$ cat config.mk
export PLATFORM = sky130hd
export DESIGN_NAME = string_literal_unescaper_core
export DESIGN_NICKNAME = d
export VERILOG_FILES = /design/src/hw/rtl/slu_pkg.sv /design/src/hw/rtl/string_literal_unescaper_core.sv /design/src/hw/rtl/slu_front.sv /design/src/hw/rtl/slu_queue.sv /design/src/hw/rtl/slu_back.sv
export SDC_FILE = /design/constraint.sdc
export NUM_CORES = 1
export LEC_CHECK = 0
export BUFFER_PORTS_ARGS = -buffer_cell sky130_fd_sc_hd__buf_4
export CORE_MARGIN = 5
export CORE_UTILIZATION = 30
export DETAILED_ROUTE_END_ITERATION = 10
export PLACE_DENSITY_LB_ADDON = 0.08
export SLEW_MARGIN = 15
export SYNTH_ARGS = -nofsm -noshare
export SYNTH_HDL_FRONTEND = slang
export SYNTH_HIERARCHICAL = 1
export SYNTH_SLANG_ARGS = --single-unit
$ cat constraint.sdc
create_clock -name clk -period 8.6 [get_ports clk]
set_input_delay 1.29 -clock clk [delete_from_list [all_inputs] [get_ports clk]]
set_output_delay 1.29 -clock clk [all_outputs]
set_load 0.02 [all_outputs]
$ cat src/hw/rtl/slu_pkg.sv
// Shared types and codes of the string literal unescaper.
package slu_pkg;

	localparam logic [1:0] ACT_START = 2'd0;
	localparam logic [1:0] ACT_BYTE  = 2'd1;
	localparam logic [1:0] ACT_END   = 2'd2;

	localparam logic [1:0] KIND_CHAR = 2'd0;
	localparam logic [1:0] KIND_DONE = 2'd1;
	localparam logic [1:0] KIND_ERR  = 2'd2;

	localparam logic [2:0] ERR_NONE    = 3'd0;
	localparam logic [2:0] ERR_UNTERM  = 3'd1;
	localparam logic [2:0] ERR_BADESC  = 3'd2;
	localparam logic [2:0] ERR_NOPLUS  = 3'd3;
	localparam logic [2:0] ERR_EMPTY   = 3'd4;
	localparam logic [2:0] ERR_OVFL    = 3'd5;

	localparam logic [7:0] CH_BSL  = 8'h5C;
	localparam logic [7:0] CH_PLUS = 8'h2B;

	typedef enum logic [6:0] {
		MODE_IDLE   = 7'b0000001,
		MODE_FIRST  = 7'b0000010,
		MODE_SECOND = 7'b0000100,
		MODE_BODY   = 7'b0001000,
		MODE_ESC    = 7'b0010000,
		MODE_PLUS   = 7'b0100000,
		MODE_HEX    = 7'b1000000
	} slu_mode_t;

	// All results of one input item; later results carry only an 8-bit code.
	typedef struct packed {
		logic [1:0]  cnt;
		logic [1:0]  r0_kind;
		logic [31:0] r0_code;
		logic [2:0]  r0_err;
		logic        r0_nc;
		logic [1:0]  r1_kind;
		logic [2:0]  r1_err;
		logic [7:0]  r1_code;
		logic [7:0]  r2_code;
	} slu_bundle_t;

endpackage

$ cat src/hw/rtl/string_literal_unescaper_core.sv
// Top level of the string literal unescaper.
// Input queue port: action and source_byte are taken at a clock edge with push high
// and full low. A start item names the opening quote, byte items carry the literal,
// an end item closes the input.
// Result queue port: while empty is low the oldest result stands on kind, char_code,
// error_code, byte_not_consumed and last; pop with empty low takes it. last marks the
// final result of one input item; an item may give zero to three results.
// Throughput: one input item per cycle while results are taken as fast as they come.
// An item with several results gives one per cycle while pop is held high.
// The queue registers each bundle; its results show once the bundle is at the head.
// The scanner runs ahead of the result port through a queue of QUEUE_DEPTH bundles;
// when the receiver stalls the queue fills and full rises, holding the sender.
// Reset clears the scanner to idle and empties the queue; a literal in progress
// is lost.
module string_literal_unescaper_core #(
	parameter int QUEUE_DEPTH = 2
) (
	input  logic        clk,
	input  logic        arst_n,
	input  logic        push,
	output logic        full,
	input  logic [1:0]  action,
	input  logic [7:0]  source_byte,
	output logic        empty,
	input  logic        pop,
	output logic [1:0]  kind,
	output logic [31:0] char_code,
	output logic [2:0]  error_code,
	output logic        byte_not_consumed,
	output logic        last
);
	import slu_pkg::*;

	slu_bundle_t fr_bnd;
	slu_bundle_t head;
	logic        fr_push;
	logic        head_pop;
	logic        accept;

	assign accept = push && !full;

	slu_front u_front (
		.clk         (clk),
		.arst_n      (arst_n),
		.accept      (accept),
		.action      (action),
		.source_byte (source_byte),
		.bnd_push    (fr_push),
		.bnd         (fr_bnd)
	);

	slu_queue #(
		.DEPTH (QUEUE_DEPTH)
	) u_queue (
		.clk    (clk),
		.arst_n (arst_n),
		.push   (fr_push),
		.wdata  (fr_bnd),
		.full   (full),
		.pop    (head_pop),
		.rdata  (head),
		.empty  (empty)
	);

	slu_back u_back (
		.clk               (clk),
		.arst_n            (arst_n),
		.head              (head),
		.head_empty        (empty),
		.head_pop          (head_pop),
		.pop               (pop),
		.kind              (kind),
		.char_code         (char_code),
		.error_code        (error_code),
		.byte_not_consumed (byte_not_consumed),
		.last              (last)
	);

`ifndef SYNTHESIS
	a_err_code_only_on_error: assert property (@(posedge clk) disable iff (!arst_n)
		(!empty && kind != KIND_ERR) |-> (error_code == ERR_NONE))
		else $error("error code on a result that is not an error");

	a_nc_only_on_done: assert property (@(posedge clk) disable iff (!arst_n)
		(!empty && byte_not_consumed) |-> (kind == KIND_DONE && last))
		else $error("unconsumed byte flag outside a final done result");

	a_end_is_last: assert property (@(posedge clk) disable iff (!arst_n)
		(!empty && (kind == KIND_DONE || kind == KIND_ERR)) |-> last)
		else $error("done or error result is not the last of its item");
`endif

endmodule

$ cat src/hw/rtl/slu_front.sv
// Front end: scans one accepted item per cycle and classifies it into a result bundle.
module slu_front (
	input  logic               clk,
	input  logic               arst_n,
	input  logic               accept,
	input  logic [1:0]         action,
	input  logic [7:0]         source_byte,
	output logic               bnd_push,
	output slu_pkg::slu_bundle_t bnd
);
	import slu_pkg::*;

	slu_mode_t   mode_q, mode_d;
	logic [7:0]  quote_q, quote_d;
	logic        triple_q, triple_d;
	logic [1:0]  pend_q, pend_d;
	logic [31:0] acc_q, acc_d;
	logic        dig_q, dig_d;
	logic        ovf_q, ovf_d;
	logic        idle_d;
	logic        start_d;
	logic [4:0]  hex;
	logic [9:0]  esc;

	function automatic logic [4:0] hex_dec(input logic [7:0] b);
		logic [4:0] r;
		r = '0;
		if (b >= 8'h30 && b <= 8'h39) r = {1'b1, 4'(b - 8'h30)};
		else if (b >= 8'h61 && b <= 8'h66) r = {1'b1, 4'(b - 8'h57)};
		else if (b >= 8'h41 && b <= 8'h46) r = {1'b1, 4'(b - 8'h37)};
		return r;
	endfunction

	// {simple escape, unicode escape, character}
	function automatic logic [9:0] esc_dec(input logic [7:0] b);
		logic [9:0] r;
		r = '0;
		unique case (b)
			8'h27:   r = {2'b10, 8'd39};
			8'h22:   r = {2'b10, 8'd34};
			8'h5C:   r = {2'b10, 8'd92};
			8'h61:   r = {2'b10, 8'd7};
			8'h62:   r = {2'b10, 8'd8};
			8'h66:   r = {2'b10, 8'd12};
			8'h6E:   r = {2'b10, 8'd10};
			8'h72:   r = {2'b10, 8'd13};
			8'h74:   r = {2'b10, 8'd9};
			8'h76:   r = {2'b10, 8'd11};
			8'h55,
			8'h75:   r = {2'b01, 8'd0};
			default: r = '0;
		endcase
		return r;
	endfunction

	assign hex = hex_dec(source_byte);
	assign esc = esc_dec(source_byte);

	always_comb begin
		mode_d   = mode_q;
		quote_d  = quote_q;
		triple_d = triple_q;
		pend_d   = pend_q;
		acc_d    = acc_q;
		dig_d    = dig_q;
		ovf_d    = ovf_q;
		idle_d   = 1'b0;
		start_d  = 1'b0;
		bnd      = '0;
		unique case (action)
			ACT_START: begin
				idle_d  = 1'b1;
				start_d = 1'b1;
				quote_d = source_byte;
			end
			ACT_BYTE: begin
				unique case (mode_q)
					MODE_FIRST, MODE_BODY: begin
						if (mode_q == MODE_FIRST && source_byte == quote_q) begin
							mode_d = MODE_SECOND;
						end else if (mode_q == MODE_BODY && triple_q) begin
							if (source_byte == quote_q) begin
								if (pend_q[1]) begin
									bnd.cnt     = 2'd1;
									bnd.r0_kind = KIND_DONE;
									idle_d      = 1'b1;
								end else begin
									pend_d = pend_q + 2'd1;
								end
							end else begin
								pend_d = '0;
								priority if (pend_q[1]) begin
									bnd.cnt     = 2'd3;
									bnd.r0_code = {24'd0, quote_q};
									bnd.r1_code = quote_q;
									bnd.r2_code = source_byte;
								end else if (pend_q[0]) begin
									bnd.cnt     = 2'd2;
									bnd.r0_code = {24'd0, quote_q};
									bnd.r1_code = source_byte;
								end else begin
									bnd.cnt     = 2'd1;
									bnd.r0_code = {24'd0, source_byte};
								end
							end
						end else if (source_byte == CH_BSL) begin
							mode_d = MODE_ESC;
						end else if (source_byte == quote_q) begin
							bnd.cnt     = 2'd1;
							bnd.r0_kind = KIND_DONE;
							idle_d      = 1'b1;
						end else begin
							mode_d      = MODE_BODY;
							bnd.cnt     = 2'd1;
							bnd.r0_code = {24'd0, source_byte};
						end
					end
					MODE_SECOND, MODE_ESC: begin
						if (mode_q == MODE_SECOND && source_byte == quote_q) begin
							triple_d = 1'b1;
							pend_d   = '0;
							mode_d   = MODE_BODY;
						end else if (mode_q == MODE_SECOND && quote_q != CH_BSL) begin
							bnd.cnt     = 2'd1;
							bnd.r0_kind = KIND_DONE;
							bnd.r0_nc   = 1'b1;
							idle_d      = 1'b1;
						end else if (esc[9]) begin
							mode_d      = MODE_BODY;
							bnd.cnt     = 2'd1;
							bnd.r0_code = {24'd0, esc[7:0]};
						end else if (esc[8]) begin
							mode_d = MODE_PLUS;
						end else begin
							bnd.cnt     = 2'd1;
							bnd.r0_kind = KIND_ERR;
							bnd.r0_err  = ERR_BADESC;
							idle_d      = 1'b1;
						end
					end
					MODE_PLUS: begin
						if (source_byte == CH_PLUS) begin
							mode_d = MODE_HEX;
						end else begin
							bnd.cnt     = 2'd1;
							bnd.r0_kind = KIND_ERR;
							bnd.r0_err  = ERR_NOPLUS;
							idle_d      = 1'b1;
						end
					end
					MODE_HEX: begin
						if (hex[4]) begin
							if (acc_q[31:28] != 4'd0) ovf_d = 1'b1;
							acc_d = {acc_q[27:0], hex[3:0]};
							dig_d = 1'b1;
						end else if (!dig_q || ovf_q) begin
							bnd.cnt     = 2'd1;
							bnd.r0_kind = KIND_ERR;
							bnd.r0_err  = dig_q ? ERR_OVFL : ERR_EMPTY;
							idle_d      = 1'b1;
						end else begin
							acc_d       = '0;
							dig_d       = 1'b0;
							bnd.cnt     = 2'd1;
							bnd.r0_code = acc_q;
							if (source_byte == CH_BSL) begin
								mode_d = MODE_ESC;
							end else if (source_byte == quote_q) begin
								bnd.cnt     = 2'd2;
								bnd.r1_kind = KIND_DONE;
								idle_d      = 1'b1;
							end else begin
								mode_d      = MODE_BODY;
								bnd.cnt     = 2'd2;
								bnd.r1_code = source_byte;
							end
						end
					end
					default: ;
				endcase
			end
			ACT_END: begin
				unique case (mode_q)
					MODE_FIRST, MODE_BODY: begin
						bnd.cnt     = 2'd1;
						bnd.r0_kind = KIND_ERR;
						bnd.r0_err  = ERR_UNTERM;
						idle_d      = 1'b1;
					end
					MODE_SECOND: begin
						bnd.cnt = 2'd1;
						idle_d  = 1'b1;
						if (quote_q == CH_BSL) begin
							bnd.r0_kind = KIND_ERR;
							bnd.r0_err  = ERR_BADESC;
						end else begin
							bnd.r0_kind = KIND_DONE;
						end
					end
					MODE_ESC: begin
						bnd.cnt     = 2'd1;
						bnd.r0_kind = KIND_ERR;
						bnd.r0_err  = ERR_BADESC;
						idle_d      = 1'b1;
					end
					MODE_PLUS: begin
						bnd.cnt     = 2'd1;
						bnd.r0_kind = KIND_ERR;
						bnd.r0_err  = ERR_NOPLUS;
						idle_d      = 1'b1;
					end
					MODE_HEX: begin
						bnd.cnt = 2'd1;
						idle_d  = 1'b1;
						if (!dig_q || ovf_q) begin
							bnd.r0_kind = KIND_ERR;
							bnd.r0_err  = dig_q ? ERR_OVFL : ERR_EMPTY;
						end else begin
							bnd.cnt     = 2'd2;
							bnd.r0_code = acc_q;
							bnd.r1_kind = KIND_ERR;
							bnd.r1_err  = ERR_UNTERM;
						end
					end
					default: ;
				endcase
			end
			default: ;
		endcase
		if (idle_d) begin
			mode_d   = MODE_IDLE;
			triple_d = 1'b0;
			pend_d   = '0;
			acc_d    = '0;
			dig_d    = 1'b0;
			ovf_d    = 1'b0;
		end
		if (start_d) mode_d = MODE_FIRST;
	end

	assign bnd_push = accept && (bnd.cnt != 2'd0);

	always_ff @(posedge clk or negedge arst_n) begin
		if (!arst_n) begin
			mode_q   <= MODE_IDLE;
			quote_q  <= '0;
			triple_q <= 1'b0;
			pend_q   <= '0;
			acc_q    <= '0;
			dig_q    <= 1'b0;
			ovf_q    <= 1'b0;
		end else if (accept) begin
			mode_q   <= mode_d;
			quote_q  <= quote_d;
			triple_q <= triple_d;
			pend_q   <= pend_d;
			acc_q    <= acc_d;
			dig_q    <= dig_d;
			ovf_q    <= ovf_d;
		end
	end

endmodule

$ cat src/hw/rtl/slu_queue.sv
// Bundle queue between the front end and the result serializer.
module slu_queue #(
	parameter int DEPTH = 2
) (
	input  logic                 clk,
	input  logic                 arst_n,
	input  logic                 push,
	input  slu_pkg::slu_bundle_t wdata,
	output logic                 full,
	input  logic                 pop,
	output slu_pkg::slu_bundle_t rdata,
	output logic                 empty
);
	import slu_pkg::*;

	localparam int PW = $clog2(DEPTH);
	localparam int CW = $clog2(DEPTH + 1);

	slu_bundle_t   mem_q [DEPTH];
	logic [PW-1:0] wr_ptr_q;
	logic [PW-1:0] rd_ptr_q;
	logic [CW-1:0] count_q;
	logic          do_push;
	logic          do_pop;

	assign full    = (count_q == CW'(DEPTH));
	assign empty   = (count_q == '0);
	assign do_push = push && !full;
	assign do_pop  = pop && !empty;
	assign rdata   = mem_q[rd_ptr_q];

	always_ff @(posedge clk) begin
		if (do_push) mem_q[wr_ptr_q] <= wdata;
	end

	always_ff @(posedge clk or negedge arst_n) begin
		if (!arst_n) begin
			wr_ptr_q <= '0;
			rd_ptr_q <= '0;
			count_q  <= '0;
		end else begin
			if (do_push)
				wr_ptr_q <= (wr_ptr_q == PW'(DEPTH - 1)) ? '0 : wr_ptr_q + PW'(1);
			if (do_pop)
				rd_ptr_q <= (rd_ptr_q == PW'(DEPTH - 1)) ? '0 : rd_ptr_q + PW'(1);
			if (do_push && !do_pop) count_q <= count_q + CW'(1);
			else if (do_pop && !do_push) count_q <= count_q - CW'(1);
		end
	end

endmodule

$ cat src/hw/rtl/slu_back.sv
// Back end: hands out the results of the head bundle one transaction at a time.
module slu_back (
	input  logic                 clk,
	input  logic                 arst_n,
	input  slu_pkg::slu_bundle_t head,
	input  logic                 head_empty,
	output logic                 head_pop,
	input  logic                 pop,
	output logic [1:0]           kind,
	output logic [31:0]          char_code,
	output logic [2:0]           error_code,
	output logic                 byte_not_consumed,
	output logic                 last
);
	import slu_pkg::*;

	logic [1:0] idx_q;
	logic       take;

	always_comb begin
		kind              = KIND_CHAR;
		char_code         = '0;
		error_code        = ERR_NONE;
		byte_not_consumed = 1'b0;
		unique case (idx_q)
			2'd0: begin
				kind              = head.r0_kind;
				char_code         = head.r0_code;
				error_code        = head.r0_err;
				byte_not_consumed = head.r0_nc;
			end
			2'd1: begin
				kind       = head.r1_kind;
				char_code  = {24'd0, head.r1_code};
				error_code = head.r1_err;
			end
			default: char_code = {24'd0, head.r2_code};
		endcase
	end

	assign last     = (idx_q == head.cnt - 2'd1);
	assign take     = pop && !head_empty;
	assign head_pop = take && last;

	always_ff @(posedge clk or negedge arst_n) begin
		if (!arst_n) begin
			idx_q <= '0;
		end else if (take) begin
			idx_q <= last ? 2'd0 : idx_q + 2'd1;
		end
	end

endmodule

==> results of run 1 <==
-- Yosys cell counts (5+ instances only) --
cell	number
ha_1	12
edfxtp_1	122
xor2_1	5
xnor2_1	17
nor2_1	35
buf_2	6
inv_1	15
a22oi_1	23
o21a_1	5
nand2_1	46
o22ai_1	9
and2_1	51
dfrtp_1	57
nor3_1	8
clkbuf_1	24
mux2_2	10
a22o_1	49
a21boi_0	5
buf_12	6
nand2b_1	9
and3_1	15
buf_6	8
o31ai_1	6
mux2_4	59
nand3_1	10
a21oi_1	23
o21ai_0	13
-- cell type report --
type	count	area (um2)
fillers	3105	20640
flip-flops and latches	180	5120
multi-input cells	494	3925
well taps	402	503.0
repair buffers	61	457.9
clock buffers	17	425.4
clock inverters	15	182.7
inverters	15	56.30
-- worst max-delay path: cells and delay by family --
family,cells,cell delay (ps)
AO/OA/AOI/OAI,5,1660
adder cells (fa/ha/maj),1,200
buffers and inverters,4,1060
AND/OR/NAND/NOR,3,470
-- path summary, 6_finish.rpt --
check                                    from                   end  slack, ps  cells after the start
max in group asynchronous              arst_n      u_queue/rd_ptr_q       7060                      1
max                            source_byte[0]  u_queue/mem_q[0][51]       3950                     13
min                        u_queue/count_q[1]    u_queue/count_q[1]        520                      1
min in group asynchronous              arst_n     u_front/mode_q[1]        930                      1
min reg2reg                u_queue/count_q[1]    u_queue/count_q[1]        520                      1
max reg2reg                 u_front/mode_q[1]  u_queue/mem_q[0][51]       4080                     10
-- metal layers --
| layer | track usage, % | vias up | share of wire, % |
|---|---|---|---|
| met1 | 18.24 | 3038 | 47 |
| met3 | 1.997 | 20 | 2.3 |
| met2 | 22.34 | 97 | 49 |
| met5 | 0 | - | 0 |
| li1 | - | 2847 | - |
| met4 | 3.726 | 0 | 1.2 |
-- logic make-up after synthesis --
group / count (synthesis) / synth area share (%)
other: 1 / 0.03974
AND/OR/NAND/NOR: 213 / 12.90
AO/OA/AOI/OAI: 173 / 13.94
multiplexers: 72 / 10.90
buffers and inverters: 64 / 4.376
adder cells (fa/ha/maj): 12 / 1.591
flip-flops: 180 / 54.22
XOR/XNOR: 22 / 2.042
-- registers in the layout, indices dropped and copies added, names as in the netlist, 2 cells and up --
signal and flops:
u_front/quote_q 8, u_front/pend_q 2, u_front/acc_q 32, u_front/mode_q 7
u_queue/count_q 2, u_back/idx_q 2, u_queue/mem_q 122
-- power by group --
| group | switching [mW] | internal, mW |
|---|---|---|
| clock | 0.384 | 0.395 |
| combinational | 0.571 | 0.489 |
| sequential | 0.117 | 0.983 |
-- cells in the final DEF, fill, tap and decap left out, types with 4 or more instances in the layout --
| cell type | n |
|---|---|
| a21oi_1 | 23 |
| xnor2_1 | 17 |
| clkbuf_16 | 17 |
| mux2_2 | 10 |
| a22oi_1 | 23 |
| xor2_1 | 5 |
| clkinv_8 | 6 |
| mux2_4 | 59 |
| nand2_1 | 46 |
| and2_1 | 51 |
| o21a_1 | 5 |
| inv_1 | 15 |
| dfrtp_1 | 56 |
| inv_6 | 4 |
| nor3_1 | 7 |
| buf_4 | 61 |
| o31ai_1 | 6 |
| nor2_1 | 34 |
| o21ai_0 | 12 |
| edfxtp_1 | 122 |
| ha_1 | 12 |
| o22ai_1 | 9 |
| a21o_1 | 4 |
| nand3_1 | 10 |
| a211oi_1 | 4 |
| nand4b_1 | 4 |
| a22o_1 | 49 |
| a21boi_0 | 5 |
| nand2b_1 | 9 |
| and3_1 | 14 |
==> results.toml, run 1 <==
[power]
vdd_ir_drop_max_v = 0.0001091
power_mw = 2.939
power.density_nw_per_um2 = 275.4
p_leak_nw = 4.058

[timing]
max_freq_mhz = 214.9
holdWs_ps = 522.8
tns_ps = 0
worst_slack_ps = 3947
hold_violations = 0
worst_pin_slew_ps = 927.4
setup_viol = 0
min_period_ps = 4653
finalClockSkew_ps = 16.52
fin_crit_sh_pct = 54.10
final_max_slew_viol_count = 0
rsz0062_at_grt = "no"
relSlewSlack_pct = 37.70

[detailed_routing]
ant_nets = 0
post-route-drc-count = 0
detail_route.wl_per_cell_um = 19.69
viasPerCell = 5.069
drt-initial-drc-count = 433
firstDrtPassIters = 5
wirelength_mm = 23.31
via_count = 6002

[global_routing]
grt_overflow = 0
grt_usage_pct = 13.40
grt_max_degree = 62
antenna_found_initial = 0
grt_pass1_vias = 6308
grt_pass1_wl_mm = 37.36

[place]
dp_hpwl_mm = 15.80
gp_congestion = 0.8524
place_ws_ps = 3467
placed_cells = 1152
port_buffers = 54
placed_area_um2 = 10060

[clocking]
post-cts-setup-buffers = 0
cts_tree = "built"
path_clk_slew_ps = 90
htree_num_levels = 4
clkLatencyLatePin_ps = 430
hold_buffers = 0
cts_root_buf = "clkbuf_16"
cts_buffers = 17
clockBufferDepth = 2
cts_sinks = 180
cts_resized = 0

[synth]
yosys.area.top_type = "edfxtp_1"
yosysUniqueCellTypes = 77
synth_area_leaders = "edfxtp_1 (39%), dfrtp_1 (15%), mux2_4 (9.4%)"
yosysWarnings = 6
ys_seq_area_share_pct = 54.22
synth_edf_count = 122
ys_ff_latch = 180
synth_ff_type = "edfxtp_1"
netlist_area_um2 = 9437
postSynthCellCount = 737
synth_top_area_share_pct = 38.82
synthArstFlopShare_pct = 32.22
avgSynthCellArea_um2 = 12.80

[worst_setup_path]
cp-end-kind = "flop"
path_cells = "buf_4, inv_1, ha_1, inv_1, o32a_1, a211oi_1, nand3_1, a21boi_0, o21ai_0, o21a_1, nand2_1, nor2_4, buf_4"
path_max_fanout = 58
crit_path_start_kind = "primary input"
cpMaxStageDelayCell = "buf_4"
crit_type = "in -> reg"
worstPathRequired_ps = 8650
cpPeakStageDelay_ps = 700
worstPathArrival_ps = 4700

[floorplan]
die_h_um = 187.4
initial_core_util_pct = 30.14
core_um2 = 31310
ioPinCount = 55
dieArea_um2 = 35100
die_w_um = 187.4
rows = 65

[finish]
utilization_pct = 34.08
nets = 795
drive_gt1_share_pct = 23.40
n_antenna_cell = 0
area_delta_synth_final_pct = 13.07
fin_cells = 1184
final_area_um2 = 10670

[status]
status = "completed"

[hold_path]
hold_class = "reg -> reg"

[run]
max_cap_violations = 0
Power figures use the tool's default switching activity.
==> inputs of run 2 (changes only) <==
==> constraint.sdc (replaced) <==
create_clock -name clk -period 4.4 [get_ports clk]
set_input_delay 0.66 -clock clk [delete_from_list [all_inputs] [get_ports clk]]
set_output_delay 0.66 -clock clk [all_outputs]
set_load 0.02 [all_outputs]
==> run 2 against run 1 <==
  * Routed wire length decreased by 0.66%
  * Sequential cell count unchanged
  * Global-route usage increased by 0.055 points
  * Count of clock-buffer cells in the layout increased by 1
  * Clock skew decreased by 4.9 ps
  * Clock power increased by 96%
  * Sequential power increased by 96%
  * Critical path type is now reg -> reg
  * Largest cell class unchanged
  * Highest routed layer unchanged
==> results.toml, run 2 (synthesis results as in run 1) <==
[finish]
area_delta_synth_final_pct = 14.93
n_antenna_cell = 0
nFillCells = 3057
nets = 815
final_common_cell = "edfxtp_1"
drive_gt1_share_pct = 25.19
final_cell_mix = "edfxtp_1 (122), buf_4 (78), mux2_4 (59), dfrtp_1 (56), and2_1 (51)"
utilization_pct = 34.64
regMostFlops = "u_queue/mem_q"
largest_reg_flops = 122
top_regs = "u_queue/mem_q x122, u_front/acc_q x32, u_front/quote_q x8"
fin_cells = 1204

[detailed_routing]
wirelength_mm = 23.16
detail_route.wl_per_cell_um = 19.24
post-route-drc-count = 0
via_count = 6062
drt-initial-drc-count = 379
firstDrtPassIters = 5
ant_nets = 0
viasPerCell = 5.035

[worst_setup_path]
crit_path_start_kind = "flop"
cpMaxStageDelayCell = "or4_4"
cp-end-kind = "flop"
path_max_fanout = 33
crit_buf_inv = 1
crit_type = "reg -> reg"
worstPathRequired_ps = 4520
worstPathArrival_ps = 3630
crit_family = "simple AND/OR/NAND/NOR gates"
cpPeakStageDelay_ps = 590
path_cells = "or4_4, or3_1, a21o_1, a31o_2, a41o_1, o21ai_0, o21a_1, nand2_1, nor2_4, buf_12"

[global_routing]
antenna_found_initial = 0
grt_pass1_vias = 6269
grt_max_degree = 62
grt_pass1_wl_mm = 37.11
grt_overflow = 0
grt_usage_pct = 13.45

[clocking]
cts_root_buf = "clkbuf_16"
clkLatencyLatePin_ps = 430
cts_buffers = 17
cts_resized = 0
hold_buffers = 0
cts_tree = "built"
post-cts-setup-buffers = 0
clockBufferDepth = 2
cts_sinks = 180
htree_num_levels = 4
path_clk_slew_ps = 70

[floorplan]
die_h_um = 187.4
die_w_um = 187.4
core_um2 = 31310
ioPinCount = 55
initial_core_util_pct = 30.14
dieArea_um2 = 35100
rows = 65

[status]
status = "completed"

[place]
port_buffers = 54
dp_hpwl_mm = 16.21
placed_cells = 1172
gp_congestion = 0.8776

[timing]
finalClockSkew_ps = 11.58
worst_pin_slew_ps = 958.1
rsz0062_at_grt = "no"
tns_ps = 0
max_freq_mhz = 284.6
fin_crit_sh_pct = 79.84
final_max_slew_viol_count = 0
min_period_ps = 3513
relSlewSlack_pct = 35.78
setup_viol = 0
holdWs_ps = 321.4
hold_violations = 0

[hold_path]
hold_class = "in -> async"

[power]
p_leak_nw = 4.159
vdd_ir_drop_max_v = 0.0003259
power.density_nw_per_um2 = 537.0

[run]
max_cap_violations = 0
==> run 2: worst paths after layout <==
check                             startpoint              endpoint  slack, ps  depth (start not counted)
max in group asynchronous             arst_n      u_queue/rd_ptr_q       3480                          1
max reg2reg                u_front/mode_q[3]  u_queue/mem_q[0][10]        890                         10
min reg2reg                u_front/acc_q[28]     u_front/acc_q[28]        530                          1
min in group clk           u_front/acc_q[28]     u_front/acc_q[28]        530                          1
max                        u_front/mode_q[3]  u_queue/mem_q[0][10]        890                         10
min                                   arst_n     u_front/mode_q[1]        320                          1
==> run 2: area by class of cell <==
cell class / instances / area [um2] / share of cell area [%]
multi-input combinational: 494 / 3925 / 36.19
sequential: 180 / 5120 / 47.21
clock buffer: 18 / 429.2 / 3.957
timing repair buffer: 81 / 645.6 / 5.953
inverter: 15 / 56.30 / 0.5192
tap: 402 / 503.0 / 4.638
clock inverter: 14 / 166.4 / 1.534
==> run 2: metal layers <==
metal | routed length (um) | GRT usage [%] | vias to the layer above
met4 | 310 | 3.385 | 0
met5 | 0 | 0 | -
li1 | - | - | 2886
met2 | 11180 | 22.13 | 115
met1 | 10920 | 18.38 | 3039
met3 | 749 | 2.538 | 22
==> run 2: through the flow <==
stage | total power, mW | worst slack, ps | area (um2)
after global routing | 6.153 | 718.7 | 10850
after detailed placement | 4.374 | 565.3 | 10250
after floorplan | 3.690 | 358.8 | 9449
after global placement | 4.353 | 672.7 | 10250
final | 5.824 | 886.8 | 10850
after CTS | 5.931 | 869.3 | 10850
==> run 2: power breakdown <==
| part | switching (mW) | internal (mW) | total [mW] |
|---|---|---|---|
| clock network | 0.679 | 0.855 | 1.53 |
| registers | 0.238 | 1.92 | 2.16 |
| logic | 1.13 | 0.997 | 2.13 |
